## src/rtl/core/earliest_free_server_dispatch_assert.svh

```systemverilog
// Assertion macros for the earliest-free-server dispatcher
`ifndef EARLIEST_FREE_SERVER_DISPATCH_ASSERT_SVH
`define EARLIEST_FREE_SERVER_DISPATCH_ASSERT_SVH

// same-cycle implication, disabled in reset
`define EFSD_ASSERT_NOW(lbl, clk_s, rstn_s, ante, cons, msg) \
  lbl: assert property (@(posedge clk_s) disable iff (!rstn_s) (ante) |-> (cons)) \
    else $error(msg);

// next-cycle implication, disabled in reset
`define EFSD_ASSERT_NEXT(lbl, clk_s, rstn_s, ante, cons, msg) \
  lbl: assert property (@(posedge clk_s) disable iff (!rstn_s) (ante) |=> (cons)) \
    else $error(msg);

`endif

```

## src/rtl/core/efsd_pkg.sv

```systemverilog
// Types and constants shared by the earliest-free-server dispatcher
package efsd_pkg;

  localparam int CFG_AW = 4;

  localparam logic [1:0] REG_WINDOW_COUNT = 2'd0;
  localparam logic [1:0] REG_OPEN_TIME    = 2'd1;
  localparam logic [1:0] REG_CLOSE_TIME   = 2'd2;
  localparam logic [1:0] REG_SERVICE_CAP  = 2'd3;

  localparam logic OP_START = 1'b0;
  localparam logic OP_JOB   = 1'b1;

  localparam logic [16:0] SEC_PER_HOUR = 17'd3600;
  localparam logic [16:0] SEC_PER_MIN  = 17'd60;

  localparam logic [7:0]  RST_WINDOW_COUNT = 8'd1;
  localparam logic [16:0] RST_OPEN_TIME    = 17'd28800;
  localparam logic [16:0] RST_CLOSE_TIME   = 17'd61200;
  localparam logic [9:0]  RST_SERVICE_CAP  = 10'd60;
  localparam logic [31:0] RST_FREE_AT      = 32'd28800;

  typedef struct packed {
    logic       opcode;
    logic [4:0] arrive_hour;
    logic [5:0] arrive_minute;
    logic [5:0] arrive_second;
    logic [9:0] service_minutes;
  } in_item_t;

  typedef struct packed {
    logic        accepted;
    logic [6:0]  server_index;
    logic [31:0] wait_seconds;
    logic [47:0] total_wait;
    logic [31:0] jobs_served;
  } out_item_t;

endpackage

```

## src/rtl/core/earliest_free_server_dispatch.sv

```systemverilog
// Earliest-free-server dispatcher: free-time memory, scan, update and config port
//
//  channel | ports                                   | handshake
//  --------+-----------------------------------------+-------------------------------
//  input   | start, busy, in_data                    | taken when start && !busy
//  result  | out_valid, out_data                     | one-cycle strobe, no stall
//  config  | psel, penable, pwrite, paddr, pwdata,   | APB write at access cycle,
//          | prdata, pready                          | pready tied high
//
// A job converts its arrival time and is rejected if it is past the close time.
// Else it does one memory read per enabled server through the single read port
// of the free-time memory, then the compare drain, end-time and wait calculation
// and write-back. A start item and reset both run a fill pass over every memory
// slot; busy stays high meanwhile. Results cannot be held off by the receiver.
`include "earliest_free_server_dispatch_assert.svh"

module earliest_free_server_dispatch #(
  parameter int MAX_SERVERS = 128
) (
  input  logic                       clk,
  input  logic                       rst_n,
  input  logic                       start,
  output logic                       busy,
  input  efsd_pkg::in_item_t         in_data,
  output logic                       out_valid,
  output efsd_pkg::out_item_t        out_data,
  input  logic                       psel,
  input  logic                       penable,
  input  logic                       pwrite,
  input  logic [efsd_pkg::CFG_AW-1:0] paddr,
  input  logic [31:0]                pwdata,
  output logic [31:0]                prdata,
  output logic                       pready
);
  import efsd_pkg::*;

  localparam int IDX_W = (MAX_SERVERS > 1) ? $clog2(MAX_SERVERS) : 1;
  localparam logic [IDX_W-1:0] LAST_SLOT = IDX_W'(MAX_SERVERS - 1);

  typedef enum logic [6:0] {
    ST_IDLE  = 7'b0000001,
    ST_ARR   = 7'b0000010,
    ST_CHECK = 7'b0000100,
    ST_SCAN  = 7'b0001000,
    ST_DRAIN = 7'b0010000,
    ST_CALC  = 7'b0100000,
    ST_DONE  = 7'b1000000
  } state_t;

  // fill pass runs on its own index through the write port; tracked by its own flag
  state_t          state_r, state_nxt;
  logic            clr_act_r;
  logic            clr_report_r;
  logic [IDX_W-1:0] clr_idx_r;
  logic [31:0]     fill_val_r;

  logic [7:0]      wc_r;
  logic [16:0]     open_r;
  logic [16:0]     close_r;
  logic [9:0]      cap_r;

  in_item_t        job_r;
  logic [16:0]     arrive_r;
  logic [15:0]     svc_sec_r;
  logic [IDX_W-1:0] iss_idx_r;
  logic            rd_vld_r;
  logic [IDX_W-1:0] rd_idx_r;
  logic [IDX_W-1:0] best_idx_r;
  logic [31:0]     best_val_r;
  logic [31:0]     wait_r;
  logic [31:0]     end_r;
  logic [47:0]     wait_sum_r;
  logic [31:0]     job_cnt_r;
  logic            out_valid_r;
  out_item_t       out_r;

  logic [31:0]     mem [MAX_SERVERS];
  logic [31:0]     rd_data_r;
  logic            mem_we;
  logic [IDX_W-1:0] mem_wa;
  logic [31:0]     mem_wd;

  logic [IDX_W-1:0] last_idx;
  logic            cfg_we;
  logic [16:0]     arrive_c;
  logic [9:0]      svc_min_c;
  logic [31:0]     base_c;
  logic [32:0]     end_sum_c;
  logic [48:0]     wsum_c;
  logic            accept;

  assign pready    = 1'b1;
  assign cfg_we    = psel && penable && pwrite && pready;
  assign busy      = clr_act_r || (state_r != ST_IDLE);
  assign accept    = start && !busy;
  assign out_valid = out_valid_r;
  assign out_data  = out_r;

  always_comb begin
    unique case (paddr[3:2])
      REG_WINDOW_COUNT: prdata = {24'd0, wc_r};
      REG_OPEN_TIME:    prdata = {15'd0, open_r};
      REG_CLOSE_TIME:   prdata = {15'd0, close_r};
      REG_SERVICE_CAP:  prdata = {22'd0, cap_r};
      default:          prdata = 32'd0;
    endcase
  end

  // enabled count clamped to 1..MAX_SERVERS, as last index
  always_comb begin
    if (wc_r == 8'd0) begin
      last_idx = '0;
    end else if (32'(wc_r) >= 32'(MAX_SERVERS)) begin
      last_idx = LAST_SLOT;
    end else begin
      last_idx = IDX_W'(32'(wc_r) - 32'd1);
    end
  end

  always_comb begin
    arrive_c  = 17'(job_r.arrive_hour) * SEC_PER_HOUR
              + 17'(job_r.arrive_minute) * SEC_PER_MIN
              + 17'(job_r.arrive_second);
    svc_min_c = (job_r.service_minutes > cap_r) ? cap_r : job_r.service_minutes;
    base_c    = (best_val_r > {15'd0, arrive_r}) ? best_val_r : {15'd0, arrive_r};
    end_sum_c = {1'b0, base_c} + {17'd0, svc_sec_r};
    wsum_c    = {1'b0, wait_sum_r} + {17'd0, wait_r};
  end

  always_comb begin
    state_nxt = state_r;
    unique case (state_r)
      ST_IDLE:  if (accept && in_data.opcode == OP_JOB) state_nxt = ST_ARR;
      ST_ARR:   state_nxt = ST_CHECK;
      ST_CHECK: state_nxt = (arrive_r > close_r) ? ST_IDLE : ST_SCAN;
      ST_SCAN:  if (iss_idx_r == last_idx) state_nxt = ST_DRAIN;
      ST_DRAIN: state_nxt = ST_CALC;
      ST_CALC:  state_nxt = ST_DONE;
      ST_DONE:  state_nxt = ST_IDLE;
      default:  state_nxt = ST_IDLE;
    endcase
  end

  // single write port: fill pass or job write-back
  always_comb begin
    mem_we = 1'b0;
    mem_wa = best_idx_r;
    mem_wd = end_r;
    if (clr_act_r) begin
      mem_we = 1'b1;
      mem_wa = clr_idx_r;
      mem_wd = fill_val_r;
    end else if (state_r == ST_DONE) begin
      mem_we = 1'b1;
    end
  end

  always_ff @(posedge clk) begin
    if (mem_we) begin
      mem[mem_wa] <= mem_wd;
    end
    rd_data_r <= mem[iss_idx_r];
  end

  always_ff @(posedge clk) begin
    if (!rst_n) begin
      wc_r    <= RST_WINDOW_COUNT;
      open_r  <= RST_OPEN_TIME;
      close_r <= RST_CLOSE_TIME;
      cap_r   <= RST_SERVICE_CAP;
    end else if (cfg_we) begin
      unique case (paddr[3:2])
        REG_WINDOW_COUNT: wc_r    <= pwdata[7:0];
        REG_OPEN_TIME:    open_r  <= pwdata[16:0];
        REG_CLOSE_TIME:   close_r <= pwdata[16:0];
        REG_SERVICE_CAP:  cap_r   <= pwdata[9:0];
        default: ;
      endcase
    end
  end

  always_ff @(posedge clk) begin
    if (!rst_n) begin
      state_r      <= ST_IDLE;
      clr_act_r    <= 1'b1;
      clr_report_r <= 1'b0;
      clr_idx_r    <= '0;
      fill_val_r   <= RST_FREE_AT;
      rd_vld_r     <= 1'b0;
      iss_idx_r    <= '0;
      wait_sum_r   <= '0;
      job_cnt_r    <= '0;
      out_valid_r  <= 1'b0;
    end else begin
      state_r     <= state_nxt;
      out_valid_r <= 1'b0;
      rd_vld_r    <= 1'b0;

      if (clr_act_r) begin
        clr_idx_r <= clr_idx_r + IDX_W'(1);
        if (clr_idx_r == LAST_SLOT) begin
          clr_act_r <= 1'b0;
          if (clr_report_r) begin
            out_valid_r <= 1'b1;
            out_r       <= '0;
          end
        end
      end

      // running minimum; strict compare keeps the lowest index on ties
      if (rd_vld_r && (rd_idx_r == '0 || rd_data_r < best_val_r)) begin
        best_idx_r <= rd_idx_r;
        best_val_r <= rd_data_r;
      end

      unique case (state_r)
        ST_IDLE: begin
          if (accept) begin
            job_r <= in_data;
            if (in_data.opcode == OP_START) begin
              clr_act_r    <= 1'b1;
              clr_report_r <= 1'b1;
              clr_idx_r    <= '0;
              fill_val_r   <= {15'd0, open_r};
              wait_sum_r   <= '0;
              job_cnt_r    <= '0;
            end
          end
        end
        ST_ARR: begin
          arrive_r  <= arrive_c;
          svc_sec_r <= 16'(svc_min_c) * 16'(SEC_PER_MIN);
        end
        ST_CHECK: begin
          iss_idx_r <= '0;
          if (arrive_r > close_r) begin
            out_valid_r         <= 1'b1;
            out_r.accepted      <= 1'b0;
            out_r.server_index  <= '0;
            out_r.wait_seconds  <= '0;
            out_r.total_wait    <= wait_sum_r;
            out_r.jobs_served   <= job_cnt_r;
          end
        end
        ST_SCAN: begin
          rd_vld_r  <= 1'b1;
          rd_idx_r  <= iss_idx_r;
          iss_idx_r <= iss_idx_r + IDX_W'(1);
        end
        ST_DRAIN: ;
        ST_CALC: begin
          wait_r <= (best_val_r > {15'd0, arrive_r}) ? best_val_r - {15'd0, arrive_r} : '0;
          end_r  <= end_sum_c[32] ? '1 : end_sum_c[31:0];
        end
        ST_DONE: begin
          wait_sum_r          <= wsum_c[48] ? '1 : wsum_c[47:0];
          job_cnt_r           <= (job_cnt_r == '1) ? job_cnt_r : job_cnt_r + 32'd1;
          out_valid_r         <= 1'b1;
          out_r.accepted      <= 1'b1;
          out_r.server_index  <= 7'(best_idx_r);
          out_r.wait_seconds  <= wait_r;
          out_r.total_wait    <= wsum_c[48] ? '1 : wsum_c[47:0];
          out_r.jobs_served   <= (job_cnt_r == '1) ? job_cnt_r : job_cnt_r + 32'd1;
        end
        default: ;
      endcase
    end
  end

  // accesses never overlap: the write-back lands before the next item's scan
  `EFSD_ASSERT_NEXT(a_one_result_per_item, clk, rst_n, out_valid, !out_valid,
    "two results in consecutive cycles")
  `EFSD_ASSERT_NEXT(a_busy_after_accept, clk, rst_n, start && !busy, busy,
    "item accepted but block not busy")
  `EFSD_ASSERT_NOW(a_reject_zero, clk, rst_n, out_valid && !out_data.accepted,
    out_data.server_index == 7'd0 && out_data.wait_seconds == 32'd0,
    "rejected item carries a server or a wait")
  `EFSD_ASSERT_NOW(a_count_nonzero, clk, rst_n, out_valid && out_data.accepted,
    out_data.jobs_served != 32'd0, "accepted job with zero job count")
  `EFSD_ASSERT_NOW(a_best_in_range, clk, rst_n, state_r == ST_DONE,
    best_idx_r <= last_idx, "chosen server outside the enabled range")

endmodule
```

## config.mk

```make
export PLATFORM = sky130hd
export DESIGN_NAME = earliest_free_server_dispatch
export DESIGN_NICKNAME = d
export VERILOG_FILES = /design/src/rtl/core/efsd_pkg.sv /design/src/rtl/core/earliest_free_server_dispatch.sv
export VERILOG_INCLUDE_DIRS = /design/src /design/src/rtl/core
export SDC_FILE = /design/constraint.sdc
export NUM_CORES = 2
export LEC_CHECK = 0
export BUFFER_PORTS_ARGS = -buffer_cell sky130_fd_sc_hd__clkbuf_2
export CORE_AREA = 2 2 703 530
export CTS_CLUSTER_DIAMETER = 30
export DETAILED_ROUTE_END_ITERATION = 8
export DIE_AREA = 0 0 705 532
export HOLD_SLACK_MARGIN = 0.1
export PLACE_DENSITY = 0.74
export SLEW_MARGIN = 20
export SYNTH_ARGS = -nofsm -noshare
export SYNTH_HDL_FRONTEND = slang
export SYNTH_SLANG_ARGS = --single-unit
```

## constraint.sdc

```tcl
create_clock -name clk -period 23.3 [get_ports clk]
set_clock_uncertainty 0.2 [all_clocks]
set_input_delay 2.33 -clock clk [delete_from_list [all_inputs] [get_ports clk]]
set_output_delay 2.33 -clock clk [all_outputs]
set_load 0.01 [all_outputs]
```

==> out/metrics.cfg <==
[clocking]
postCtsSetupRepairBufs=0
htreeDepth=6
post_cts_resize_count=0
cts.sinks=4590
clock_path_buffers=4
tritoncts=yes
clkSlewWorstSetupHoldPaths_ns=0.06
insertion_delay_ns=1.00
cts.root.buffer_cell=sky130_fd_sc_hd__clkbuf_16
cts-hold-fix-buffers=0
cts_buffers=581

[placed_design]
dp_hpwl_um=270000
gpl.final_weighted_congestion=0.884
portBuffers=191

[grt]
pin_count_of_the_biggest_net_entering_global_routing=143
grt_first_pass_wirelength_um=713000
number_of_global_route_vias_before_repair=96040
grt_overflow_total=0
grt_antenna_before_repair=45
track_usage=0.266

[critical_path]
timing.critical_path.from_type=register
cp.required_ns=23.78
arrival_ns=7.67
critPathKind=register to register
cp_max_fo=61
endpoint_kind_of_the_worst_setup_timing_path=register
worst_r2r_startpoint=arrive_r[2]$_DFFE_PP_
worst-r2r-setup-slack_ns=16.11
startpoint=arrive_r[2]$_DFFE_PP_

[die]
core_area_mm2=0.368
fp.dieArea_mm2=0.375
start_util=0.499
rows=193
number_of_top_level_design_ports=225
fp.dieH_um=532
die_width_um=705

[pwr]
power-per-cell-area_mw_per_mm2=86.6
max-vdd-ir-drop_uv=67.8
p_leak_nw=57.6

[finish]
fin_nets=9721
layout_common_cells=sky130_fd_sc_hd__edfxtp_1 (4,384), sky130_fd_sc_hd__mux4_2 (1,352), sky130_fd_sc_hd__clkbuf_16 (597)
finalCoreUtilization=0.576
synthToLayoutAreaGrowth_pct=15.5
most_common_library_cell_in_the_layout_ignoring_fill_and_taps=sky130_fd_sc_hd__edfxtp_1
post_route_cells_drive_above_1_share=0.306

[worst_hold_path]
hold_path_startpoint=rd_data_r[16]$_DFF_P_
hold_path.class=register to register

[synth]
count_of_different_cell_masters_after_synthesis=87
post_synth_inst_count=8850
netlist_area_mm2=0.184
synth.ff_latch_count=4590
yosys_warnings=0
post_synth.cell_area_avg_um2=20.7
synth_sequential_area_ratio=0.740
asyncSetResetFlopFracSynth=0
postSynth.topFlopCell=sky130_fd_sc_hd__edfxtp_1
synth-edff-count=4384

[sta]
worst_slew_margin_rel=0.128
top_achievable_clock_speed_mhz=139
final.setup.tns_ns=0
grt_setup_unrepaired=no
setup_viol=0
finalWorstPathRequiredPeriod_ns=7.19
final.period_utilization=0.308
finalMaxSlewViolations=0
timing.final.hold_violations=0
worst_slew_pin_slew_ns=1.31

[detailed_routing]
wl_um=504000
drt_drc_violations_left=0
routed-via-count=96982
detailedRoute.firstPassIterationCount=7
viasPerCell=6.56
detail_route.wl_per_cell_um=34.1
first_iter_violations=17282
residual_antenna_violating_net_count_after_detailed_routing=0

[status]
status=finished clean

[run]
max_cap_violations=0

## path summary, 6_finish.rpt
path	endpoint	cells past startpoint
setup / recovery	end_r[26]$_SDFFCE_PP1P_	20
hold / removal	best_val_r[16]$_DFFE_PP_	0
setup reg to reg	end_r[26]$_SDFFCE_PP1P_	20
hold reg to reg	best_val_r[16]$_DFFE_PP_	0
## synth_stat cells (all sizes together) (14+ instances only)
cell    count  area (µm²)
mux4     1352       30400
nor2b      32         200
and2       20         126
a211oi     14         115
o21ai     236        1180
xnor2      76         666
nand3     108         541
a221o      16         160
mux2       59         664
dfxtp     206        4120
nand2b     22         138
nor4       15         109
a21o       47         353
o21a       29         218
clkbuf    274        1030
nand4      33         221
fa         31         621
inv       187         702
a31oi      32         200
edfxtp   4384      132000
xor2       38         333
nor2      316        1190
and3       29         186
nor3       35         175
or3        18         118
a22oi      30         225
a21oi     207        1040
nand2     386        1450
a22o       50         438
ha        195        2440
buf       190         908
mux2i      26         260
o211ai     27         203
## worst max-delay path, stage by stage (launching register included)
cell	delay, ns
sky130_fd_sc_hd__edfxtp_1	0.54
sky130_fd_sc_hd__inv_1	0.10
sky130_fd_sc_hd__ha_1	0.36
sky130_fd_sc_hd__nor2b_1	0.16
sky130_fd_sc_hd__o21ai_0	0.20
sky130_fd_sc_hd__a21oi_1	0.14
sky130_fd_sc_hd__o21ai_0	0.35
sky130_fd_sc_hd__and2_1	0.32
sky130_fd_sc_hd__o21a_2	0.85
sky130_fd_sc_hd__o21ai_0	0.20
sky130_fd_sc_hd__ha_1	0.27
sky130_fd_sc_hd__fa_1	0.45
sky130_fd_sc_hd__a211oi_1	0.35
sky130_fd_sc_hd__o21ai_0	0.17
sky130_fd_sc_hd__a21oi_1	0.25
sky130_fd_sc_hd__o21ai_0	0.25
sky130_fd_sc_hd__a211oi_1	0.32
sky130_fd_sc_hd__nor2_1	0.20
sky130_fd_sc_hd__nand3_1	0.75
sky130_fd_sc_hd__nand2_1	0.16
sky130_fd_sc_hd__mux2_2	0.33
## kinds of logic after synthesis
logic type,share of synthesized area
other,0.0000409
DFF,0.740
buffers and inverters,0.0144
AOI/OAI and AO/OA,0.0266
xor gates and xnor gates,0.00544
and+or+nand+nor,0.0260
muxes,0.171
adders and majority gates,0.0167
## power breakdown
group / leakage [nW] / switching, mW / internal (mW)
clock: 9.54 / 3.71 / 5.50
sequential: 34.2 / 0.0307 / 8.95
combinational: 13.9 / 0.109 / 0.0619
total: 57.6 / 3.85 / 14.5
## area by class of cell
type                            count  area, µm²
Sequential cell                  4590     136000
Multi-Input combinational cell   3622      46400
Clock inverter                    425       4840
Antenna cell                        8       20.0
Inverter                          188        707
Tap cell                         4875       6100
Timing Repair Buffer              442       2970
Fill cell                       25230     156000
Clock buffer                      640      15100
## layer usage
metal	up-vias	routed length [µm]	track usage
met4	32	18200	0.0884
li1	38031	-	-
met5	-	234	0
met3	1032	76100	0.0835
met1	50295	181000	0.374
met2	7592	229000	0.398
## sequential cells by signal, summed over array words and instances (netlist names), 8 cells and up
| signal | count |
|---|---|
| wc_r | 8 |
| mem | 4096 |
| rd_data_r | 32 |
| out_data | 120 |
| job_cnt_r | 32 |
| wait_r | 32 |
| fill_val_r | 17 |
| close_r | 17 |
| cap_r | 10 |
| best_val_r | 32 |
| wait_sum_r | 48 |
| job_r | 27 |
| arrive_r | 17 |
| end_r | 32 |
| open_r | 17 |
| svc_sec_r | 14 |
## stage by stage
stage               area [µm²]  worst slack [ns]  std cells  power, mW  hold slack, ns
floorplan               184000             13.73       8864       9.22           0.200
global placement        192000             16.30      13715       9.31           0.221
detailed placement      192000             16.28      13715       9.31           0.205
CTS                     212000             16.18      14780       18.4           0.236
global route            212000             15.49      14782       18.8           0.249
finish                  212000             16.11      14790       18.4           0.234
Power figures use the tool's default switching activity.
